File: src/hw/rtl/tep_pkg.sv
// shared types and constants for the tween easing progress block
// no dependencies; imported by the top level, the checker and the testbench
package tep_pkg;

  localparam int DUR_W   = 32;
  localparam int FRAME_W = 16;
  localparam int FRAC_W  = 16;
  localparam int Q_W     = 17;
  localparam int SQ_W    = 34;
  localparam int PROD_W  = 51;
  localparam int CNT_W   = 4;
  localparam int IDX_W   = 2;
  localparam int SH_W    = 6;

  localparam logic [Q_W-1:0]   ONE_Q16  = 17'h10000;
  localparam logic [Q_W-1:0]   HALF_Q16 = 17'h08000;
  localparam logic [CNT_W-1:0] DIV_LAST = 4'd15;

  localparam logic [IDX_W-1:0] REG_DURATION  = 2'd0;
  localparam logic [IDX_W-1:0] REG_STYLE     = 2'd1;
  localparam logic [IDX_W-1:0] REG_DIRECTION = 2'd2;

  localparam logic [1:0] STYLE_QUAD  = 2'd1;
  localparam logic [1:0] STYLE_CUBIC = 2'd2;
  localparam logic [1:0] DIR_OUT     = 2'd1;
  localparam logic [1:0] DIR_INOUT   = 2'd2;

  localparam logic ACT_START = 1'b1;

  localparam logic [SH_W-1:0] SH_QUAD     = 6'd16;
  localparam logic [SH_W-1:0] SH_QUAD_IO  = 6'd15;
  localparam logic [SH_W-1:0] SH_CUBIC    = 6'd32;
  localparam logic [SH_W-1:0] SH_CUBIC_IO = 6'd30;

  typedef enum logic [2:0] {
    ST_IDLE,
    ST_DIV,
    ST_SQ,
    ST_CUBE,
    ST_FIN
  } state_t;

endpackage

File: src/hw/rtl/tween_easing_progress.sv
// tween easing progress: one tween channel, elapsed time, progress divide, easing curve
// depends on tep_pkg
// a tick that finishes the tween skips the bit-serial progress divide (ST_DIV)
// curves then use the shared multiply (ST_SQ, ST_CUBE if cubic), then the load (ST_FIN)
// no new tick is taken until the last result loads; start and idle ticks one per cycle
// reset: rst is synchronous; clears registers, disarms, drops out_valid
module tween_easing_progress (
  input  logic                          clk,
  input  logic                          rst,
  input  logic                          in_valid,
  output logic                          in_ready,
  input  logic                          action,
  input  logic [tep_pkg::FRAME_W-1:0]   frame_time,
  output logic                          out_valid,
  input  logic                          out_ready,
  output logic [tep_pkg::Q_W-1:0]       eased_value,
  output logic                          done_res,
  input  logic                          cfg_valid,
  output logic                          cfg_ready,
  input  logic [tep_pkg::IDX_W-1:0]     cfg_index,
  input  logic [tep_pkg::DUR_W-1:0]     cfg_data
);
  import tep_pkg::*;

  state_t state, state_next;

  logic [DUR_W-1:0]  duration;
  logic [1:0]        curve_kind;
  logic [1:0]        curve_dir;
  logic              armed;
  logic [DUR_W-1:0]  elapsed_time;

  logic [DUR_W-1:0]  rem;
  logic [CNT_W-1:0]  div_cnt;
  logic [Q_W-1:0]    p;
  logic [PROD_W-1:0] prod;
  logic              done_hold;

  logic [DUR_W:0]    sum_ext;
  logic [DUR_W-1:0]  sum_sat;
  logic              reach;
  logic              in_take;
  logic              tick_go;
  logic              curve;
  logic              cubic;
  logic              inout_dir;
  logic              invert;
  logic [Q_W-1:0]    q;
  logic [Q_W-1:0]    x;
  logic [DUR_W:0]    rem_shift;
  logic [DUR_W:0]    rem_diff;
  logic              fits;
  logic [SQ_W-1:0]   mul_a;
  logic [PROD_W-1:0] mul_out;
  logic [SH_W-1:0]   sh;
  logic [PROD_W-1:0] term_wide;
  logic [Q_W-1:0]    term;
  logic [Q_W-1:0]    value;
  logic              out_load;

  assign in_ready  = (state == ST_IDLE);
  assign cfg_ready = 1'b1;
  assign in_take   = in_valid && in_ready;

  // elapsed time plus frame time, saturating
  assign sum_ext = {1'b0, elapsed_time} + {{(DUR_W + 1 - FRAME_W){1'b0}}, frame_time};
  assign sum_sat = sum_ext[DUR_W] ? {DUR_W{1'b1}} : sum_ext[DUR_W-1:0];
  assign reach   = (sum_sat >= duration);
  assign tick_go = in_take && (action != ACT_START) && armed;

  assign cubic     = (curve_kind == STYLE_CUBIC);
  assign curve     = (curve_kind == STYLE_QUAD) || cubic;
  assign inout_dir = (curve_dir == DIR_INOUT);
  assign invert    = (curve_dir == DIR_OUT) || (inout_dir && (p >= HALF_Q16));
  assign q         = ONE_Q16 - p;
  assign x         = invert ? q : p;

  // one restoring divide step per cycle
  assign rem_shift = {rem, 1'b0};
  assign fits      = (rem_shift >= {1'b0, duration});
  assign rem_diff  = rem_shift - {1'b0, duration};

  // shared multiplier: x*x, then (x*x)*x for cubic
  assign mul_a   = (state == ST_CUBE) ? prod[SQ_W-1:0] : {{(SQ_W - Q_W){1'b0}}, x};
  assign mul_out = {{(PROD_W - SQ_W){1'b0}}, mul_a} * {{(PROD_W - Q_W){1'b0}}, x};

  always_comb begin
    case ({cubic, inout_dir})
      2'b00:   sh = SH_QUAD;
      2'b01:   sh = SH_QUAD_IO;
      2'b10:   sh = SH_CUBIC;
      2'b11:   sh = SH_CUBIC_IO;
      default: sh = SH_QUAD;
    endcase
  end

  assign term_wide = prod >> sh;
  assign term      = term_wide[Q_W-1:0];
  assign value     = !curve ? p : (invert ? (ONE_Q16 - term) : term);

  assign out_load = (state == ST_FIN) && (!out_valid || out_ready);

  always_comb begin
    state_next = state;
    case (state)
      ST_IDLE: begin
        if (tick_go) begin
          if (reach) state_next = curve ? ST_SQ : ST_FIN;
          else       state_next = ST_DIV;
        end
      end
      ST_DIV: begin
        if (div_cnt == DIV_LAST) state_next = curve ? ST_SQ : ST_FIN;
      end
      ST_SQ:   state_next = cubic ? ST_CUBE : ST_FIN;
      ST_CUBE: state_next = ST_FIN;
      ST_FIN: begin
        if (out_load) state_next = ST_IDLE;
      end
      default: state_next = ST_IDLE;
    endcase
  end

  always_ff @(posedge clk) begin
    if (rst) state <= ST_IDLE;
    else     state <= state_next;
  end

  always_ff @(posedge clk) begin
    if (rst) begin
      duration   <= '0;
      curve_kind <= '0;
      curve_dir  <= '0;
    end else if (cfg_valid && cfg_ready) begin
      case (cfg_index)
        REG_DURATION:  duration   <= cfg_data;
        REG_STYLE:     curve_kind <= cfg_data[1:0];
        REG_DIRECTION: curve_dir  <= cfg_data[1:0];
        default: ;
      endcase
    end
  end

  always_ff @(posedge clk) begin
    if (rst) begin
      armed        <= 1'b0;
      elapsed_time <= '0;
    end else if (in_take) begin
      if (action == ACT_START) begin
        armed        <= 1'b1;
        elapsed_time <= '0;
      end else if (armed) begin
        if (reach) begin
          armed        <= 1'b0;
          elapsed_time <= '0;
        end else begin
          elapsed_time <= sum_sat;
        end
      end
    end
  end

  // quotient bits shift into p, msb first
  always_ff @(posedge clk) begin
    if (rst) begin
      rem       <= '0;
      div_cnt   <= '0;
      p         <= '0;
      prod      <= '0;
      done_hold <= 1'b0;
    end else begin
      case (state)
        ST_IDLE: begin
          if (tick_go) begin
            rem       <= sum_sat;
            div_cnt   <= '0;
            p         <= reach ? ONE_Q16 : '0;
            done_hold <= reach;
          end
        end
        ST_DIV: begin
          rem     <= fits ? rem_diff[DUR_W-1:0] : rem_shift[DUR_W-1:0];
          p       <= {p[FRAC_W-1:0], fits};
          div_cnt <= div_cnt + CNT_W'(1);
        end
        ST_SQ, ST_CUBE: prod <= mul_out;
        default: ;
      endcase
    end
  end

  always_ff @(posedge clk) begin
    if (rst) begin
      out_valid   <= 1'b0;
      eased_value <= '0;
      done_res    <= 1'b0;
    end else if (out_load) begin
      out_valid   <= 1'b1;
      eased_value <= value;
      done_res    <= done_hold;
    end else if (out_ready) begin
      out_valid   <= 1'b0;
    end
  end
endmodule

File: config.mk
export PLATFORM = sky130hd
export DESIGN_NAME = tween_easing_progress
export DESIGN_NICKNAME = d
export VERILOG_FILES = /design/src/hw/rtl/tep_pkg.sv /design/src/hw/rtl/tween_easing_progress.sv
export SDC_FILE = /design/constraint.sdc
export NUM_CORES = 2
export LEC_CHECK = 0
export BUFFER_PORTS_ARGS = -buffer_cell sky130_fd_sc_hd__buf_2
export CAP_MARGIN = 5
export CELL_PAD_IN_SITES_DETAIL_PLACEMENT = 2
export CELL_PAD_IN_SITES_GLOBAL_PLACEMENT = 2
export CORE_ASPECT_RATIO = 0.8
export CORE_MARGIN = 2
export CORE_UTILIZATION = 43
export CTS_BUF_LIST = sky130_fd_sc_hd__clkbuf_16
export DETAILED_ROUTE_END_ITERATION = 12
export HOLD_SLACK_MARGIN = 0.03
export PLACE_DENSITY_LB_ADDON = 0.1
export RECOVER_POWER = 25
export SYNTH_ARGS = -nofsm -noshare
export SYNTH_HDL_FRONTEND = slang
export SYNTH_SLANG_ARGS = --single-unit
File: constraint.sdc
create_clock -name clk -period 21.9 [get_ports clk]
set_clock_uncertainty 0.15 [all_clocks]
set_input_delay 1.095 -clock clk [delete_from_list [all_inputs] [get_ports clk]]
set_output_delay 1.095 -clock clk [all_outputs]
set_load 0.03 [all_outputs]
==> results.tsv <==
stage	metric	value	unit
timing	maxSlewViolCount	243	
routing	wl_per_cell	26.5	um
synth	yosysUniqueCellTypes	86	
timing	slew_headroom	-101	%
synth	ys_seq_area_share	12.3	%
cells_and_area	fin_nets	4701	
setup_path	cp_slowest_stage_delay	1.02	ns
synth	synth-main-ff-cell	dfxtp_1	
timing	fmax	90.7	MHz
timing	final_hold_viol_count	0	
clock_network	insertion_delay	0.49	ns
setup_path	crit_top_cell	fa_1	
status	violations	max-capacitance violations, max-slew violations	
timing	tightest_slew	3.02	ns
clock_network	hold_buffers	0	
clock_network	clockRootBuffer	clkbuf_16	
floorplanning	fp.dieW	309	um
floorplanning	core_area	0.0737	sq mm
place	io_buffer_count	75	
cells_and_area	n_antenna_cell	0	
routing	drc	0	
global_route	grt_overflow_total	0	
global_route	grt_use_total	34.7	%
clock_network	cts_setup_buffers	0	
synth	async_reset_ff_share	0	%
job	cap_violations	5	
power_and_ir_drop	peakVddDrop	0.0451	mV
hold_path	min_from	duration[7]	
routing	ant_nets	0	
setup_path	cp_data_required_time	22.00	ns
global_route	antenna_found_initial	3	
clock_network	cts_tree	done	
cells_and_area	drive_gt1_share	5.65	%
clock_network	cts_buffers	17	
routing	via_per_inst	5.89	
synth	synth_edf_count	0	
floorplanning	die_area	0.0766	sq mm
place	hpwlAfterDp	105000	um
floorplanning	io_pins	77	
routing	drtIter0Drc	2207	
synth	synth_seq_cells	196	
setup_path	r2r_cells	29	
timing	fin_crit_sh	50.3	%
synth	ys_warn_count	0	
hold_path	hold-path-cell-count	2	
setup_path	worst_path_max_delay_cell	a21oi_1	
timing	rsz0062_at_grt	false	
global_route	grt_pass1_vias	31800	
routing	firstDrtPassIters	6	
setup_path	cp_max_fo	30	
global_route	grt_pass1_wl	199000	um
status	status	complete, but fails checks	
global_route	met2_usage	53.3	%
power_and_ir_drop	powerDensity	29.4	mW/mm^2
cells_and_area	syn2layout_area_growth	6.02	%
clock_network	clk_pin_slew	0.08	ns
floorplanning	start_util	43.4	%
global_route	use_met3	7.44	%
synth	synthesis.nets	4771	
global_route	grt_use_met1	49.7	%
setup_path	end_kind	flip-flop	
hold_path	whs_endpoint	duration[7]	
timing	tns	0	ns
synth	syn_avg_cell_area	7.95	sq um
floorplanning	row_count	89	
synth	syn-cell-area	0.0320	sq mm
hold_path	worstHoldPathType	flip-flop to flip-flop	
setup_path	worstPathArrival	11.12	ns
clock_network	cts_htree_levels	4	
setup_path	start_kind	flip-flop	
power_and_ir_drop	leakagePower	0.0155	uW
synth	synth_top_area_share	30.1	%
global_route	grt-busiest-layer	met2	
setup_path	r2r-end	prod[50]	
setup_path	r2r_slack	10.88	ns
global_route	grt_max_degree	62	
setup_path	crit_type	flip-flop to flip-flop	
floorplanning	die_h	248	um
synth	synth_most_common_cell	nand2_1	
power_and_ir_drop	total_power	995	uW
routing	dr_total_vias	29300	
synth	synth_commonest_cells	674 x nand2_1, 638 x inv_1, 481 x fa_1	
setup_path	r2r_start	curve_dir[1]	
clock_network	cts_num_sinks	196	
routing	wl	131000	um
synth	synth_top_cell_by_area	fa_1	
timing	min_period	11.02	ns
timing	setup_viol_count_final	0	
place	gp_congestion	0.926	
clock_network	cts-resized-gates	0	
synth	synth_area_leaders	fa_1 30%, dfxtp_1 12%, ha_1 8.3%	
synth	syn_inst	4023	
clock_network	clk_path_buf_depth	2	
## power by group
part / switching, uW / internal (uW)
clock network: 181 / 174
registers: 5.39 / 363
logic: 180 / 91.3
## layer usage
metal	share of wire (%)	wire length [um]	vias to the layer above
met5	0.020	26	-
met4	2.3	2980	4
met3	7.6	10000	180
met2	44	57900	920
met1	46	60500	15400
li1	-	-	12800
## cells by family after synthesis
logic type,synth area share (%)
adder cells (fa/ha/maj),38.4
buffers and inverters,10.5
flip-flops,12.3
AND/OR/NAND/NOR,18.0
XOR/XNOR,3.12
AO/OA/AOI/OAI,14.4
other,0.0117
multiplexers,3.35
## layout make-up
| cell class | instances | area, sq um |
|---|---|---|
| inverter | 640 | 2400 |
| clock inverter | 15 | 189 |
| fill | 8467 | 39800 |
| tap | 1001 | 1250 |
| clock buffer | 17 | 425 |
| timing repair buffer | 140 | 822 |
| multi-input combinational | 2958 | 24900 |
| sequential | 196 | 3920 |
## state kept, by name, indices dropped and copies added, names as in the netlist
register and cells:
prod 51, out_valid 1, curve_dir 2, duration 32
div_cnt 4, eased_value 17, rem 32, p 17
done_hold 1, curve_kind 2, armed 1, done_res 1
elapsed_time 32, state 3
## cell usage in the layout (no fill, tap or decap), types with 21 or more instances in the layout
cell	synthesis	final
xor2_1	55	45
and3_1	38	38
fa_1	481	481
a21o_1	62	62
inv_1	638	638
o22ai_1	28	28
a31oi_1	24	24
o21ai_1	26	26
a21oi_1	269	269
o21ai_0	85	83
clkbuf_1	197	25
nor2_1	355	355
o211ai_1	21	21
nand2b_1	27	26
nand4_1	25	25
mux4_2	21	21
nand3_1	62	62
buf_4	6	61
dfxtp_1	196	196
mux2i_1	43	43
a22oi_1	43	43
buf_2	11	54
a211oi_1	31	31
ha_1	211	210
nor3_1	52	51
xnor2_1	59	54
nand2_1	674	673
## metrics by stage
| stage | hold WS, ns | area (sq um) | utilization [%] | instances | setup WS [ns] |
|---|---|---|---|---|---|
| after global routing | 0.331 | 33900 | 46.0 | 4967 | 10.37 |
| final | 0.316 | 33900 | 46.0 | 4967 | 10.88 |
| after global placement | 0.295 | 33300 | 45.2 | 4935 | 11.95 |
| after floorplan | 0.279 | 32000 | - | 4023 | 13.92 |
| after CTS | 0.317 | 33900 | 46.0 | 4967 | 11.24 |
| after detailed placement | 0.304 | 33300 | 45.2 | 4935 | 11.29 |
## worst max-delay path by stage
stage                            start  endpoint  slack [ns]
after floorplan           curve_dir[0]  prod[40]       13.92
final                     curve_dir[1]  prod[50]       10.88
after global placement    curve_dir[1]  prod[50]       11.95
after global routing      curve_dir[1]  prod[50]       10.37
after detailed placement  curve_dir[1]  prod[50]       11.29
after CTS                 curve_dir[1]  prod[50]       11.24
## critical path, delay by kind of cell (launching register included)
kind            cells  cell delay, ns
simple gates        4            0.84
flops               1            0.40
buf+inv             6            1.08
fa+ha+maj           7            3.48
xor+xnor            1            0.09
compound gates     11            4.70
(Power assumes the default switching activity.)
